$ cat src/sv/gpsp_pkg.sv
// ----------------------------------------------------------------------------
// gpsp_pkg : shared types and constants for the gamepad serial poll master
// Word types, byte-slot codes and command byte table used by the core, the
// result stage and the top level.
// ----------------------------------------------------------------------------
package gpsp_pkg;

   localparam int unsigned HALF_W          = 16;
   localparam logic [HALF_W-1:0] HALF_RESET = 16'd200;

   // reply byte slots (position within the 9-byte frame)
   localparam logic [3:0] BYTE_CMD_START  = 4'd0;
   localparam logic [3:0] BYTE_MODE       = 4'd1;
   localparam logic [3:0] BYTE_BTN_LO     = 4'd3;
   localparam logic [3:0] BYTE_BTN_HI     = 4'd4;
   localparam logic [3:0] BYTE_STICK_RX   = 4'd5;
   localparam logic [3:0] BYTE_STICK_RY   = 4'd6;
   localparam logic [3:0] BYTE_STICK_LX   = 4'd7;
   localparam logic [3:0] BYTE_LAST       = 4'd8;

   localparam logic [7:0] CMD_START       = 8'h01;
   localparam logic [7:0] CMD_POLL        = 8'h42;
   localparam logic [7:0] CMD_IDLE        = 8'h00;

   localparam logic [2:0] BIT_LAST        = 3'd7;

   typedef struct packed {
      logic start_poll;
      logic data_in_level;
   } req_word_type;

   typedef struct packed {
      logic        clock_level;
      logic        command_level;
      logic        select_level;
      logic        busy_res;
      logic        done_res;
      logic [7:0]  mode_id;
      logic [15:0] buttons;
      logic [7:0]  right_stick_x;
      logic [7:0]  right_stick_y;
      logic [7:0]  left_stick_x;
      logic [7:0]  left_stick_y;
   } rsp_word_type;

   function automatic logic [7:0] command_byte(input logic [3:0] pos);
      logic [7:0] val;
      unique case (pos)
         BYTE_CMD_START: val = CMD_START;
         BYTE_MODE:      val = CMD_POLL;
         default:        val = CMD_IDLE;
      endcase
      return val;
   endfunction

endpackage

$ cat src/sv/gpsp_if.sv
// ----------------------------------------------------------------------------
// gpsp_if : request and response channels of the gamepad poll master
// Valid/ready channels carrying one sample word in and one pin/capture word out.
// ----------------------------------------------------------------------------
interface gpsp_req_if;
   logic valid;
   logic ready;
   logic start_poll;
   logic data_in_level;

   modport source (output valid, output start_poll, output data_in_level, input ready);
   modport sink   (input valid, input start_poll, input data_in_level, output ready);
endinterface

interface gpsp_rsp_if;
   logic        valid;
   logic        ready;
   logic        clock_level;
   logic        command_level;
   logic        select_level;
   logic        busy_res;
   logic        done_res;
   logic [7:0]  mode_id;
   logic [15:0] buttons;
   logic [7:0]  right_stick_x;
   logic [7:0]  right_stick_y;
   logic [7:0]  left_stick_x;
   logic [7:0]  left_stick_y;

   modport source (output valid, output clock_level, output command_level,
                   output select_level, output busy_res, output done_res,
                   output mode_id, output buttons, output right_stick_x,
                   output right_stick_y, output left_stick_x, output left_stick_y,
                   input ready);
   modport sink   (input valid, input clock_level, input command_level,
                   input select_level, input busy_res, input done_res,
                   input mode_id, input buttons, input right_stick_x,
                   input right_stick_y, input left_stick_x, input left_stick_y,
                   output ready);
endinterface

$ cat src/sv/gpsp_core.sv
// ----------------------------------------------------------------------------
// gpsp_core : bit timer, frame sequencer and reply capture
// Advances one step per accepted word and forms that step's result word.
// ----------------------------------------------------------------------------
module gpsp_core (
   input  logic                       clock,
   input  logic                       reset,
   input  logic                       step,
   input  gpsp_pkg::req_word_type     req_word,
   input  logic [gpsp_pkg::HALF_W-1:0] half_period,
   output gpsp_pkg::rsp_word_type     rsp_word
);

   logic                        active_ff, active_in;
   logic [gpsp_pkg::HALF_W-1:0] count_ff, count_in;
   logic                        low_ff, low_in;
   logic [2:0]                  bit_ff, bit_in;
   logic [3:0]                  byte_ff, byte_in;
   logic [7:0]                  shift_ff, shift_in;
   logic [7:0]                  mode_ff, mode_in;
   logic [15:0]                 btn_ff, btn_in;
   logic [7:0]                  stick_ff [4];
   logic [7:0]                  stick_in [4];
   logic                        done;
   logic [7:0]                  shift_full;
   logic [gpsp_pkg::HALF_W:0]   count_inc;
   logic [1:0]                  stick_sel;
   logic [7:0]                  cmd_byte;

   always_comb begin
      active_in  = active_ff;
      count_in   = count_ff;
      low_in     = low_ff;
      bit_in     = bit_ff;
      byte_in    = byte_ff;
      shift_in   = shift_ff;
      mode_in    = mode_ff;
      btn_in     = btn_ff;
      stick_in   = stick_ff;
      done       = 1'b0;
      count_inc  = {1'b0, count_ff} + {{gpsp_pkg::HALF_W{1'b0}}, 1'b1};
      shift_full = shift_ff | (8'(req_word.data_in_level) << bit_ff);
      stick_sel  = byte_ff[1:0] - 2'd1;

      if (step) begin
         if (!active_ff) begin
            if (req_word.start_poll) begin
               active_in = 1'b1;
               count_in  = '0;
               low_in    = 1'b0;
               bit_in    = '0;
               byte_in   = '0;
               shift_in  = '0;
            end
         end else if (count_inc < {1'b0, half_period}) begin
            count_in = count_inc[gpsp_pkg::HALF_W-1:0];
         end else begin
            count_in = '0;
            if (!low_ff) begin
               low_in = 1'b1;
            end else begin
               low_in   = 1'b0;
               shift_in = shift_full;
               if (bit_ff == gpsp_pkg::BIT_LAST) begin
                  case (byte_ff)
                     gpsp_pkg::BYTE_MODE:   mode_in = shift_full;
                     gpsp_pkg::BYTE_BTN_LO: btn_in[7:0] = shift_full;
                     gpsp_pkg::BYTE_BTN_HI: btn_in[15:8] = shift_full;
                     gpsp_pkg::BYTE_STICK_RX, gpsp_pkg::BYTE_STICK_RY,
                     gpsp_pkg::BYTE_STICK_LX, gpsp_pkg::BYTE_LAST:
                        stick_in[stick_sel] = shift_full;
                     default: ;
                  endcase
                  shift_in = '0;
                  bit_in   = '0;
                  if (byte_ff >= gpsp_pkg::BYTE_LAST) begin
                     byte_in   = '0;
                     active_in = 1'b0;
                     done      = 1'b1;
                  end else begin
                     byte_in = byte_ff + 4'd1;
                  end
               end else begin
                  bit_in = bit_ff + 3'd1;
               end
            end
         end
      end
   end

   always_ff @(posedge clock) begin
      if (reset) begin
         active_ff <= 1'b0;
         count_ff  <= '0;
         low_ff    <= 1'b0;
         bit_ff    <= '0;
         byte_ff   <= '0;
         shift_ff  <= '0;
         mode_ff   <= '0;
         btn_ff    <= '1;
         stick_ff  <= '{default: '0};
      end else begin
         active_ff <= active_in;
         count_ff  <= count_in;
         low_ff    <= low_in;
         bit_ff    <= bit_in;
         byte_ff   <= byte_in;
         shift_ff  <= shift_in;
         mode_ff   <= mode_in;
         btn_ff    <= btn_in;
         stick_ff  <= stick_in;
      end
   end

   // result reflects the state after this step
   assign cmd_byte = gpsp_pkg::command_byte(byte_in);

   always_comb begin
      rsp_word.clock_level   = active_in ? ~low_in : 1'b1;
      rsp_word.command_level = active_in ? cmd_byte[bit_in] : 1'b1;
      rsp_word.select_level  = ~active_in;
      rsp_word.busy_res      = active_in;
      rsp_word.done_res      = done;
      rsp_word.mode_id       = mode_in;
      rsp_word.buttons       = btn_in;
      rsp_word.right_stick_x = stick_in[0];
      rsp_word.right_stick_y = stick_in[1];
      rsp_word.left_stick_x  = stick_in[2];
      rsp_word.left_stick_y  = stick_in[3];
   end

endmodule

$ cat src/sv/gpsp_out_reg.sv
// ----------------------------------------------------------------------------
// gpsp_out_reg : result register with valid/ready hand-off
// Holds one result word; refills in the same cycle the old one is taken.
// ----------------------------------------------------------------------------
module gpsp_out_reg (
   input  logic                   clock,
   input  logic                   reset,
   input  logic                   load,
   input  gpsp_pkg::rsp_word_type word_in,
   input  logic                   take,
   output logic                   can_load,
   output logic                   valid,
   output gpsp_pkg::rsp_word_type word_out
);

   logic                   valid_ff, valid_in;
   gpsp_pkg::rsp_word_type word_ff;

   assign can_load = !valid_ff || take;
   assign valid_in = load || (valid_ff && !take);

   always_ff @(posedge clock) begin
      if (reset) begin
         valid_ff <= 1'b0;
      end else begin
         valid_ff <= valid_in;
      end
   end

   always_ff @(posedge clock) begin
      if (load) begin
         word_ff <= word_in;
      end
   end

   assign valid    = valid_ff;
   assign word_out = word_ff;

endmodule

$ cat src/sv/gamepad_serial_poll_master_unit.sv
// ----------------------------------------------------------------------------
// gamepad_serial_poll_master_unit : gamepad serial poll master, stepped form
// Top level: half-period register, sequencer core and result register.
// ----------------------------------------------------------------------------
// Usage:
//  - req_chan carries one sample word per step: start_poll and the level of
//    the controller data line. Each accepted word advances the poll by one
//    step of the bit timer.
//  - rsp_chan returns exactly one word per accepted request: the pin levels
//    (clock, command, select), busy/done and the captured reply bytes, all
//    as they stand after that step.
//  - csr_we/csr_wdata write the half-period length in steps (0 acts as 1).
//    Write it only while idle.
//  - rsp valid rises in the cycle after accept; one word per cycle while
//    rsp is not stalled. Core logic between the step registers and the
//    result register is one 17-bit compare plus byte selection.
//  - When rsp is stalled the result register holds its word and req_ready
//    drops; it rises again in the cycle the held word is taken, so no
//    bubble is inserted.
//  - Reset (synchronous, high) idles the poll, empties the result register,
//    sets buttons to all ones (nothing pressed) and the half period to 200.
// ----------------------------------------------------------------------------
module gamepad_serial_poll_master_unit (
   input  logic                        clock,
   input  logic                        reset,
   gpsp_req_if.sink                    req_chan,
   gpsp_rsp_if.source                  rsp_chan,
   input  logic                        csr_we,
   input  logic [gpsp_pkg::HALF_W-1:0] csr_wdata
);

   logic [gpsp_pkg::HALF_W-1:0] half_ff;
   logic                        req_accept;
   logic                        can_load;
   gpsp_pkg::req_word_type      req_word;
   gpsp_pkg::rsp_word_type      step_word;
   gpsp_pkg::rsp_word_type      out_word;
   logic                        out_valid;

   // half-period config register
   always_ff @(posedge clock) begin
      if (reset) begin
         half_ff <= gpsp_pkg::HALF_RESET;
      end else if (csr_we) begin
         half_ff <= csr_wdata;
      end
   end

   // accept whenever the result register is free or being drained
   assign req_chan.ready = can_load;
   assign req_accept     = req_chan.valid && can_load;

   assign req_word.start_poll    = req_chan.start_poll;
   assign req_word.data_in_level = req_chan.data_in_level;

   gpsp_core u_core (
      .clock       (clock),
      .reset       (reset),
      .step        (req_accept),
      .req_word    (req_word),
      .half_period (half_ff),
      .rsp_word    (step_word)
   );

   gpsp_out_reg u_out (
      .clock    (clock),
      .reset    (reset),
      .load     (req_accept),
      .word_in  (step_word),
      .take     (rsp_chan.ready),
      .can_load (can_load),
      .valid    (out_valid),
      .word_out (out_word)
   );

   assign rsp_chan.valid         = out_valid;
   assign rsp_chan.clock_level   = out_word.clock_level;
   assign rsp_chan.command_level = out_word.command_level;
   assign rsp_chan.select_level  = out_word.select_level;
   assign rsp_chan.busy_res      = out_word.busy_res;
   assign rsp_chan.done_res      = out_word.done_res;
   assign rsp_chan.mode_id       = out_word.mode_id;
   assign rsp_chan.buttons       = out_word.buttons;
   assign rsp_chan.right_stick_x = out_word.right_stick_x;
   assign rsp_chan.right_stick_y = out_word.right_stick_y;
   assign rsp_chan.left_stick_x  = out_word.left_stick_x;
   assign rsp_chan.left_stick_y  = out_word.left_stick_y;

`ifndef ASSERT_OFF
   // every accepted request yields a result word in the next cycle
   a_accept_gives_rsp: assert property (@(posedge clock) disable iff (reset)
      req_accept |=> rsp_chan.valid)
      else $error("accepted request produced no result word");

   // the poll-complete word already shows the bus released
   a_done_idle: assert property (@(posedge clock) disable iff (reset)
      (rsp_chan.valid && rsp_chan.done_res) |->
         (!rsp_chan.busy_res && rsp_chan.select_level))
      else $error("done reported while still busy");

   // select is low exactly while busy
   a_select_busy: assert property (@(posedge clock) disable iff (reset)
      rsp_chan.valid |-> (rsp_chan.select_level != rsp_chan.busy_res))
      else $error("select and busy disagree");

   // idle bus: clock and command parked high
   a_idle_pins: assert property (@(posedge clock) disable iff (reset)
      (rsp_chan.valid && !rsp_chan.busy_res) |->
         (rsp_chan.clock_level && rsp_chan.command_level))
      else $error("idle bus not parked high");
`endif

endmodule

$ cat src/flat_wrapper.sv
// flat-port wrapper written by rule: the top's interface ports become plain ports
module gamepad_serial_poll_master_unit_flat 
  (clock, reset, csr_we, csr_wdata, req_chan_valid, req_chan_start_poll, req_chan_data_in_level, req_chan_ready, rsp_chan_valid, rsp_chan_clock_level, rsp_chan_command_level, rsp_chan_select_level, rsp_chan_busy_res, rsp_chan_done_res, rsp_chan_mode_id, rsp_chan_buttons, rsp_chan_right_stick_x, rsp_chan_right_stick_y, rsp_chan_left_stick_x, rsp_chan_left_stick_y, rsp_chan_ready);
  gpsp_req_if req_chan_i ();
  gpsp_rsp_if rsp_chan_i ();
  input  logic clock;
  input  logic reset;
  input  logic csr_we;
  input  logic [gpsp_pkg::HALF_W-1:0] csr_wdata;
  input wire logic [$bits(req_chan_i.valid)-1:0] req_chan_valid;
  input wire logic [$bits(req_chan_i.start_poll)-1:0] req_chan_start_poll;
  input wire logic [$bits(req_chan_i.data_in_level)-1:0] req_chan_data_in_level;
  output wire logic [$bits(req_chan_i.ready)-1:0] req_chan_ready;
  output wire logic [$bits(rsp_chan_i.valid)-1:0] rsp_chan_valid;
  output wire logic [$bits(rsp_chan_i.clock_level)-1:0] rsp_chan_clock_level;
  output wire logic [$bits(rsp_chan_i.command_level)-1:0] rsp_chan_command_level;
  output wire logic [$bits(rsp_chan_i.select_level)-1:0] rsp_chan_select_level;
  output wire logic [$bits(rsp_chan_i.busy_res)-1:0] rsp_chan_busy_res;
  output wire logic [$bits(rsp_chan_i.done_res)-1:0] rsp_chan_done_res;
  output wire logic [$bits(rsp_chan_i.mode_id)-1:0] rsp_chan_mode_id;
  output wire logic [$bits(rsp_chan_i.buttons)-1:0] rsp_chan_buttons;
  output wire logic [$bits(rsp_chan_i.right_stick_x)-1:0] rsp_chan_right_stick_x;
  output wire logic [$bits(rsp_chan_i.right_stick_y)-1:0] rsp_chan_right_stick_y;
  output wire logic [$bits(rsp_chan_i.left_stick_x)-1:0] rsp_chan_left_stick_x;
  output wire logic [$bits(rsp_chan_i.left_stick_y)-1:0] rsp_chan_left_stick_y;
  input wire logic [$bits(rsp_chan_i.ready)-1:0] rsp_chan_ready;
  assign req_chan_i.valid = req_chan_valid;
  assign req_chan_i.start_poll = req_chan_start_poll;
  assign req_chan_i.data_in_level = req_chan_data_in_level;
  assign req_chan_ready = req_chan_i.ready;
  assign rsp_chan_valid = rsp_chan_i.valid;
  assign rsp_chan_clock_level = rsp_chan_i.clock_level;
  assign rsp_chan_command_level = rsp_chan_i.command_level;
  assign rsp_chan_select_level = rsp_chan_i.select_level;
  assign rsp_chan_busy_res = rsp_chan_i.busy_res;
  assign rsp_chan_done_res = rsp_chan_i.done_res;
  assign rsp_chan_mode_id = rsp_chan_i.mode_id;
  assign rsp_chan_buttons = rsp_chan_i.buttons;
  assign rsp_chan_right_stick_x = rsp_chan_i.right_stick_x;
  assign rsp_chan_right_stick_y = rsp_chan_i.right_stick_y;
  assign rsp_chan_left_stick_x = rsp_chan_i.left_stick_x;
  assign rsp_chan_left_stick_y = rsp_chan_i.left_stick_y;
  assign rsp_chan_i.ready = rsp_chan_ready;
  gamepad_serial_poll_master_unit u_core (.clock(clock), .reset(reset), .req_chan(req_chan_i), .rsp_chan(rsp_chan_i), .csr_we(csr_we), .csr_wdata(csr_wdata));
endmodule
$ cat config.mk
export PLATFORM = sky130hd
export DESIGN_NAME = gamepad_serial_poll_master_unit_flat
export DESIGN_NICKNAME = d
export VERILOG_FILES = /design/src/sv/gpsp_pkg.sv /design/src/sv/gpsp_if.sv /design/src/sv/gpsp_core.sv /design/src/sv/gpsp_out_reg.sv /design/src/sv/gamepad_serial_poll_master_unit.sv /design/src/flat_wrapper.sv
export SDC_FILE = /design/constraint.sdc
export NUM_CORES = 1
export LEC_CHECK = 0
export ABC_AREA = 1
export ABC_CLOCK_PERIOD_IN_PS = 3250
export BUFFER_PORTS_ARGS = -buffer_cell sky130_fd_sc_hd__buf_2
export CAP_MARGIN = 0
export CORE_MARGIN = 10
export CORE_UTILIZATION = 45
export CTS_CLUSTER_SIZE = 10
export DETAILED_ROUTE_END_ITERATION = 7
export GPL_ROUTABILITY_DRIVEN = 0
export GPL_TIMING_DRIVEN = 0
export PLACE_DENSITY = 0.76
export SETUP_SLACK_MARGIN = 0.05
export SYNTH_ARGS = -nofsm -noshare
export SYNTH_HDL_FRONTEND = slang
export SYNTH_SLANG_ARGS = --single-unit
export TNS_END_PERCENT = 5
$ cat constraint.sdc
create_clock -name clock -period 3.25 [get_ports clock]
set_clock_uncertainty 0.15 [all_clocks]
set_input_delay 0.65 -clock clock [delete_from_list [all_inputs] [get_ports clock]]
set_output_delay 0.65 -clock clock [all_outputs]
set_load 0.01 [all_outputs]
## Word-level counts from Yosys, hierarchy flattened

Cells that the tools add are included.

- Register bits: 167
- Input bits: 23
- Output and inout port bits: 63
- Word-level logic and storage cells: 125

- $add $sub $neg: 4
- Order comparisons: 5
- Equal/unequal tests: 11
- Shift operators: 1
- Multiplexer cells: 59
- Bitwise gates (word level): 7
- Reduce and logical (&&, ||, !) cells: 13

Operators by type and width:

| kind | count |
|---|---|
| $mux 32 | 6 |
| $mux 16 | 8 |
| $mux 8 | 14 |
| $bwmux 32 | 1 |
| $mux 4 | 7 |
| $mux 3 | 6 |
| $add 16x1->17 const B | 1 |
| $lt 17x16->1 | 1 |
| $demux 8 s2 | 1 |
| $eq 4x3->1 const B | 4 |
| $mux 1 | 14 |
| $pmux 7 s2 | 1 |
| $eq 4x1->1 const B | 2 |
| $or 8x8->8 | 1 |
| $reduce_or 4->1 | 2 |
| $shl 1x3->8 | 1 |
| $not 1->1 | 5 |
| $add 4x1->4 const B | 1 |
| $eq 4x2->1 const B | 1 |
| $eq 4x4->1 const B | 1 |
| $ge 4x4->1 const B | 1 |
| $logic_not 4->1 | 1 |
| $lt 3x4->1 const B | 1 |
| $reduce_and 4->1 | 1 |
| other kinds (14) | 18 |

## Logic depth before layout (Yosys ltp)

Gate-level depths: netlist (run 1).

- Depth after elaboration: 13
- Depth in mapped cells: 27
- Gate-level depth less buffers: 27

## Hierarchy

A second synthesis (run 1) with hierarchy kept.

- Cells, all modules: 878
- Area total of the unflattened synthesis: 7424.6 µm²

By module, submodules not included:

| module | instances | cells each | area each (µm²) | sequential area each (µm²) |
|---|---|---|---|---|
| gpsp_core | 1 | 714 | 4890.9 | 1781.7 |
| gpsp_out_reg | 1 | 66 | 1874.3 | 1851.8 |
| gamepad_serial_poll_master_unit | 1 | 98 | 659.4 | 320.3 |

## Least setup slack after synthesis (run 1)

OpenSTA, ideal clock, no wires.

- Path kind: reg-to-reg
- Start point: reg u_core.u_core.count_ff[2] in the netlist's numbering
- End point: reg u_core.u_out.word_ff, in the netlist u_core.u_out.word_out[54] (data pin)
- Library setup time: 0.256 ns
- Arrival: 2.959 ns
- Path slack: -0.115 ns
- Cell stages (with the launch flop): 22
- Buffers on the path: 1
- Period minus slack after synthesis: 3.365 ns
- Cells stage by stage: dfxtp_1 -> nand2_1 -> nor2_1 -> nand3_1 -> nand3b_1 -> nor2_1 -> nand3_1 -> nor2_1 -> xor2_1 -> ha_1 -> and3_1 -> nand2_1 -> nand2_1 -> nor2_2 -> nand2_4 -> nand2_4 -> clkinv_4 -> nand3_2 -> buf_2 -> nand2_1 -> o21ai_1 -> inv_1

RTL lines:

| what | line | text |
|---|---|---|
| start, declared | gpsp_core.sv:15 | `logic [gpsp_pkg::HALF_W-1:0] count_ff, count_in;` |
| start signal, assigned | gpsp_core.sv:104 | `count_ff <= count_in;` |
| end signal, assigned | gpsp_out_reg.sv:32 | `word_ff <= word_in;` |
| end, declared | gpsp_out_reg.sv:17 | `gpsp_pkg::rsp_word_type word_ff;` |

## Worst setup path after layout (run 1)

- Start point: reg u_core.u_core.count_ff[0] in the netlist's numbering
- End point: reg u_core.u_core.count_ff[2] in the netlist's numbering

- Word-level cells in the longest chain between the ends: 4

Ends and longest elaborated chain:

| what | line | text |
|---|---|---|
| $add 16x1->17 * | gpsp_core.sv:41 | `count_inc = {1'b0, count_ff} + {{gpsp_pkg::HALF_W{1'b0}}, 1'b1};` |
| $lt 17x16->1 | gpsp_core.sv:55 | `end else if (count_inc < {1'b0, half_period}) begin` |
| $mux 16 * | gpsp_core.sv:55 |  |
| $mux 16 * | gpsp_core.sv:46 | `if (!active_ff) begin` |

Mark *: on every way between the ends. The rest lies on a longest branch, timed or not.
A chain may end at the register's enable or synchronous reset.

==> out/qor.txt, run 1 <==
clk slew on worst S/H paths = 0.07 ns
fill count = 1280
Synth Area in Simple Gates = 19.23%
Avg WL per Cell = 14.83 microns
First DRT Iteration DRCs = 299
IO buf count = 84
relative slew slack = 33.48%
Mapped Cells = 823
pwr dens = 464.8 nW/um^2
share of cells above drive strength 1 = 32.57%
R2R Path End = u_core.u_core.count_ff[2]$_SDFFE_PP0P_
top-level I/O count = 86
failing checks = negative setup slack
Mapped Nets = 871
fin nets = 1039
dpl ws = -0.5492 ns
synthesized area = 7203 sq um
fin crit period = 3.686 ns
RSZ-0062 raised after global routing = yes
Crit Reg-Reg Startpoint = u_core.u_core.count_ff[0]$_SDFFE_PP0P_
Hold Path Sink = u_core.half_ff[7]$_SDFFE_PP1P_
compound-cell area share of the yosys netlist = 10.53%
element type at the critical path start = flip-flop
routed wire length = 18090 microns
Synth Register Bits = 167
count of maximum capacitance violations = 0
Die Height = 146.5 microns
Slew Limit Fails = 0
Area after DPL = 7959 sq um
largest family of logic cells by synthesized area = simple AND/OR/NAND/NOR gates
Synth async-reset ratio = 0%
Num CTS Buffers = 17
Hold Path Class = input port to flip-flop
diode count = 0
HPWL Detailed = 11040 microns
first-pass GRT wire length = 28320 microns
CTS tree = yes
Pleak = 4.656 nW
setup ws final = -0.4355 ns
die footprint = 21470 sq um
final worst-path cycle share = 113.4%
final setup fails = 142
Antenna Violating Nets Remaining = 0
GR Overflow Total = 0
Main synth FF type = dfxtp_1
Tot GR Track Use = 16.33%
setup TNS = -29.64 ns
vias post-DR = 5984
Root Driver = clkbuf_16
Clock Path Buffers = 2
Via density = 4.905
CP arrival = 3.90 ns
mux cell area share after synthesis = 0%
Util after Layout = 60.53%
worst path required time = 3.46 ns
drc violations = 0
core area = 15770 sq um
initial core utilization = 45.68%
Worst R2R Setup Slack = -0.44 ns
maximum clock rate = 271.3 MHz
Die X = 146.5 microns
CTS Hold Bufs = 0
Avg Inst Size Synth = 8.752 sq um
Clk Latency, worst-skew pair = 0.44 ns
Hold Path Origin = csr_wdata[7]
Worst setup EP type = flip-flop
CTS Sinks = 167
Distinct cells, synth = 41
row count = 46
R2R cell count = 25
Final Cell Area = 9545 sq um
worst-margin pin slew = 0.9911 ns
Final Hold Fails = 0
Max IR drop VDD = 0.3359 mV
EDFF count, synth = 61
post-synthesis sequential area ratio = 54.89%
Area growth syn-to-layout = 32.52%
crit path kind = flip-flop to flip-flop
maximum fanout along the worst path = 5
vias in the first global route = 5821
largest net degree at the start of global routing = 38
initial antenna violation count = 0
hold path depth = 3
Ys Warns = 0
Post-Synth Adder-Cell Area = 4.343%
Synth Area in XOR/XNOR = 1.581%
status = finished with violations
H-tree depth = 4
TritonRoute pass-1 iters = 6
==> cell type report <==
type | instances | area (sq um) | share of cell area (%)
Buffer | 23 | 161.4 | 1.691
Clock buffer | 18 | 439.2 | 4.601
Clock inverter | 14 | 128.9 | 1.350
Inverter | 153 | 589.3 | 6.174
Multi-Input combinational cell | 480 | 3034 | 31.79
Sequential cell | 167 | 3963 | 41.51
Tap cell | 216 | 270.3 | 2.831
Timing Repair Buffer | 149 | 959.7 | 10.05
==> sequential cells by signal, summed over array words and instances, names as in the netlist <==
| name | count |
|---|---|
| u_core.u_core.count_ff | 16 |
| u_core.u_core.stick_ff | 32 |
| u_core.u_core.bit_ff | 3 |
| u_core.u_core.btn_ff | 16 |
| u_core.u_out.valid | 1 |
| u_core.u_out.word_out | 61 |
| u_core.u_core.shift_ff | 8 |
| u_core.u_core.mode_ff | 8 |
| u_core.u_core.low_ff | 1 |
| u_core.u_core.byte_ff | 4 |
| u_core.u_core.active_ff | 1 |
| u_core.half_ff | 16 |
==> metal layers <==
| metal | track usage, % | part of all wire (%) | vias to the layer above |
|---|---|---|---|
| met5 | 0 | 0 | - |
| met3 | 4.759 | 6.8 | 44 |
| li1 | - | - | 2964 |
| met4 | 7.207 | 3.1 | 0 |
| met2 | 28.03 | 51 | 223 |
| met1 | 18.43 | 39 | 2753 |
==> through the flow <==
step	std cells	hold slack [ns]	power (W)
after floorplan	823	0.2873	0.002399
after global placement	1123	0.3014	0.002479
after CTS	1209	0.2725	0.004429
after global routing	1220	0.2869	0.004583
after detailed placement	1124	0.3046	0.002485
final	1220	0.2729	0.004436
==> cell usage in the layout (no fill, tap or decap), types with 5 or more instances in the layout <==
cell	instances
inv_6	5
or2_1	16
nand3_2	7
inv_1	142
o21ai_1	8
nor2_2	5
a21oi_1	38
nor2_4	6
nand2_4	7
clkbuf_16	17
inv_2	9
nand2_1	133
o21ai_2	41
nand3_1	19
nand3_4	5
edfxtp_1	61
buf_4	55
buf_2	84
nand2_2	25
dfxtp_1	103
o21ai_4	5
ha_1	24
xor2_1	8
o21ai_0	26
nor2_1	65
buf_6	12
a21oi_2	10
clkbuf_1	15
inv_8	5
==> report_power, final <==
group / internal [W] / total, W / switching, W
Combinational: 0.0000997 / 0.000278 / 0.000179
Sequential: 0.00221 / 0.00222 / 0.0000138
Clock: 0.00103 / 0.00194 / 0.000905
Total: 0.00334 / 0.00444 / 0.00110
==> how the worst max path moves through the flow <==
stage                                            from                                 endpoint  slack (ns)  depth (start not counted)
3_3_place_gp                           rsp_chan_ready   u_core.u_core.count_ff[5]$_SDFFE_PP0P_       -0.62                         10
4_1_cts        u_core.u_core.count_ff[1]$_SDFFE_PP0P_  u_core.u_core.count_ff[11]$_SDFFE_PP0P_       -0.22                         24
6_report       u_core.u_core.count_ff[0]$_SDFFE_PP0P_   u_core.u_core.count_ff[2]$_SDFFE_PP0P_       -0.44                         25
3_5_place_dp   u_core.u_core.count_ff[0]$_SDFFE_PP0P_       u_core.u_out.word_out[7]$_DFFE_PP_       -0.55                         17
2_1_floorplan  u_core.u_core.count_ff[0]$_SDFFE_PP0P_      u_core.u_out.word_out[16]$_DFFE_PP_        0.05                         17
5_1_grt        u_core.u_core.count_ff[1]$_SDFFE_PP0P_  u_core.u_core.count_ff[12]$_SDFFE_PP0P_       -0.59                         23
==> cells in the mapped netlist (2+ instances only) <==
cell	number	share of area [%]
o21ai_1	10	0.69
clkbuf_1	17	0.89
nand3_1	29	2.0
edfxtp_1	61	25
nor3_1	4	0.28
xnor2_1	4	0.49
inv_2	4	0.21
dfxtp_1	106	29
ha_1	25	4.3
o21ai_2	8	0.97
o31ai_1	2	0.21
buf_2	5	0.35
a22oi_1	4	0.42
xor2_1	9	1.1
o21ai_0	62	4.3
nand2_4	2	0.31
a21oi_1	48	3.3
nand2_2	9	0.78
nor2_1	73	3.8
nor3_2	2	0.28
nand2_1	154	8.0
nor2_2	2	0.17
nand4_4	3	0.89
or2_1	16	1.4
inv_1	148	7.7
==> kinds of logic after synthesis <==
family	count (synthesis)
fa+ha+maj	25
simple gates	303
buf+inv	176
flops	167
xor+xnor	13
compound gates	139
==> critical path: stages (launching register included) <==
cell	delay [ns]
dfxtp_4	0.37
inv_2	0.06
nor2_4	0.12
nand3_2	0.08
nand3b_1	0.23
nor2_4	0.19
nand3_2	0.10
xor2_1	0.18
inv_1	0.11
ha_1	0.31
nand2_2	0.08
inv_1	0.05
nand2_1	0.06
nand2_1	0.06
nand2_1	0.09
nand2_2	0.07
nor2_4	0.16
nand2_4	0.11
buf_6	0.15
buf_4	0.14
nor2_4	0.16
nand2_2	0.08
inv_2	0.14
buf_6	0.17
nand2_2	0.06
a21oi_2	0.13
==> timing repair <==
action | CTS | global route
setup buffers | 49 | 10
pin swaps | 27 | 29
gates resized for setup | 113 | 48
cloned | 4 | 1
setup endpoints to repair | 148 | 150
Note: power is estimated with default switching activity, not from simulation.
==> inputs of run 2 (changes only) <==
- CORE_UTILIZATION: 45 -> 41
- PLACE_DENSITY: 0.76 -> 0.71
==> run 2 against run 1 <==
The run still ends with negative setup slack left. First-iteration DRC count up 35%. Maximum frequency is 5.4% higher. Largest cell class unchanged. Critical path depth decreased by 2.
==> out/qor.txt, run 2 (synthesis gave the netlist of run 1 again) <==
Area growth syn-to-layout = 35.73%
Tot GR Track Use = 15.81%
initial core utilization = 41.79%
core area = 17240 sq um
Via density = 4.921
status = finished with violations
routed wire length = 19280 microns
fin cells = 1231
maximum clock rate = 285.9 MHz
Num CTS Buffers = 17
TritonRoute pass-1 iters = 6
GR Overflow Total = 0
switching share of power = 24.30%
Hold Path Class = input port to flip-flop
Multi-input gate area = 3144 sq um
largest net degree at the start of global routing = 33
Avg WL per Cell = 15.66 microns
Seq pwr share = 49.6%
fin nets = 1041
worst path required time = 3.29 ns
Antenna Violating Nets Remaining = 0
diode count = 0
first-pass GRT wire length = 30260 microns
final worst-path cycle share = 107.6%
Clock Path Buffers = 2
pwr dens = 457.5 nW/um^2
dpl ws = -0.5697 ns
share of cells above drive strength 1 = 34.10%
IO buf count = 84
Root Driver = clkbuf_16
setup TNS = -16.81 ns
Clk Latency, worst-skew pair = 0.43 ns
H-tree depth = 4
met2 routed WL = 9831 microns
met1 wire length = 7534 microns
CTS Hold Bufs = 0
initial antenna violation count = 0
Logic pwr share = 6.2%
WL met3 = 1327 microns
element type at the critical path start = flip-flop
Final Hold Fails = 0
vias post-DR = 6058
RSZ-0062 raised after global routing = yes
Pleak = 4.589 nW
DP Cell Count = 1134
CP arrival = 3.54 ns
most frequent cells in the layout = inv_1, nand2_1, dfxtp_1, buf_2, nor2_1
fin crit period = 3.498 ns
top routing layer in use = met4
NetSw = 0.001087 W
First DRT Iteration DRCs = 405
count of maximum capacitance violations = 0
crit path kind = flip-flop to flip-flop
fill count = 1393
Slew Limit Fails = 0
relative slew slack = 40.93%
maximum fanout along the worst path = 7
CTS Sinks = 167
Die Height = 152.5 microns
final setup fails = 136
Clock Power Share = 44.1%
clk slew on worst S/H paths = 0.07 ns
CTS tree = yes
failing checks = negative setup slack
HPWL Detailed = 11320 microns
row count = 48
Max IR drop VDD = 0.3706 mV
drc violations = 0
top-level I/O count = 86
setup ws final = -0.2482 ns
Worst setup EP type = flip-flop
Pint = 0.003386 W
most common cell after layout, fill and taps aside = inv_1
Die X = 152.5 microns
worst-margin pin slew = 0.8768 ns
vias in the first global route = 6114
Reg area = 3963 sq um
die footprint = 23270 sq um
Largest register FFs = 61
## run 2: cell count changes in the layout (fill, tap and decap cells not counted), moves of 4 or more
cell      before  now
a21oi_1       38   42
a21oi_2       10    6
buf_4         55   39
buf_6         12   28
buf_8          1    5
clkbuf_8       4    0
inv_1        142  134
inv_2          9   15
nand2_1      133  125
nand2_2       25   35
o21ai_2       41   34
o21ai_4        5   15
## run 2: final cells by class
cell class              count  share of cell area, %
flip-flops and latches    167                  40.53
multi-input cells         480                  32.16
repair buffers            151                  10.88
inverters                 153                  6.079
clock buffers              18                  4.390
well taps                 225                  2.879
plain buffers              23                  1.651
clock inverters            14                  1.433
## run 2: metrics by stage
step | instance area, sq um | hold WS (ns) | utilization (%) | total power [W]
floorplan | 7248 | 0.2873 | - | 0.002399
global placement | 7950 | 0.2996 | 46.12 | 0.002482
CTS | 9473 | 0.2566 | 54.96 | 0.004488
global route | 9777 | 0.3124 | 56.72 | 0.004614
detailed placement | 7978 | 0.3048 | 46.28 | 0.002487
finish | 9777 | 0.2793 | 56.72 | 0.004473
## run 2: timing repair
action                                  CTS  global route
gates resized for setup                 139            73
gates cloned                              5             0
buffers inserted                         55             6
endpoints found under the setup margin  149           150
pin swaps                                21            15
## run 2: critical path, stage by stage (launching register included)
cell and delay, ns:
dfxtp_4 0.38, ha_4 0.15, nand2_2 0.06, nor2_4 0.11, nand4_4 0.14, buf_4 0.19, o31ai_1 0.25, nand2_1 0.11
inv_2 0.08, ha_1 0.27, a21oi_1 0.17, nand2_1 0.07, nand2_1 0.07, nand2_2 0.06, nor2_4 0.14, nand2_4 0.09
buf_12 0.14, nand2_8 0.07, clkinv_8 0.08, nand4_4 0.11, buf_6 0.17, nand2_2 0.07, o21ai_4 0.07, inv_2 0.05
## run 2: layer usage
metal | up-vias | global-route usage [%]
li1 | 2969 | -
met1 | 2822 | 17.95
met2 | 218 | 27.51
met3 | 49 | 4.177
met4 | 0 | 6.585
met5 | - | 0
## run 2: worst paths after layout
path                                     startpoint                                   to  slack, ns  depth (start not counted)
max reg2reg  u_core.u_core.count_ff[0]$_SDFFE_PP0P_  u_core.u_out.word_out[15]$_DFFE_PP_      -0.25                         23
min reg2reg          u_core.half_ff[4]$_SDFFE_PP0P_       u_core.half_ff[4]$_SDFFE_PP0P_       0.32                          2
max          u_core.u_core.count_ff[0]$_SDFFE_PP0P_  u_core.u_out.word_out[15]$_DFFE_PP_      -0.25                         23
min                                    csr_wdata[7]       u_core.half_ff[7]$_SDFFE_PP1P_       0.28                          3
## run 2: power by group through the flow
stage / logic (W) / registers [W] / clock network [W]
6_report: 0.000279 / 0.00222 / 0.00197
5_1_grt: 0.000307 / 0.00222 / 0.00208
4_1_cts: 0.000258 / 0.00222 / 0.00201
3_5_place_dp: 0.000221 / 0.00227 / 0
3_3_place_gp: 0.000213 / 0.00227 / 0
2_1_floorplan: 0.000117 / 0.00228 / 0
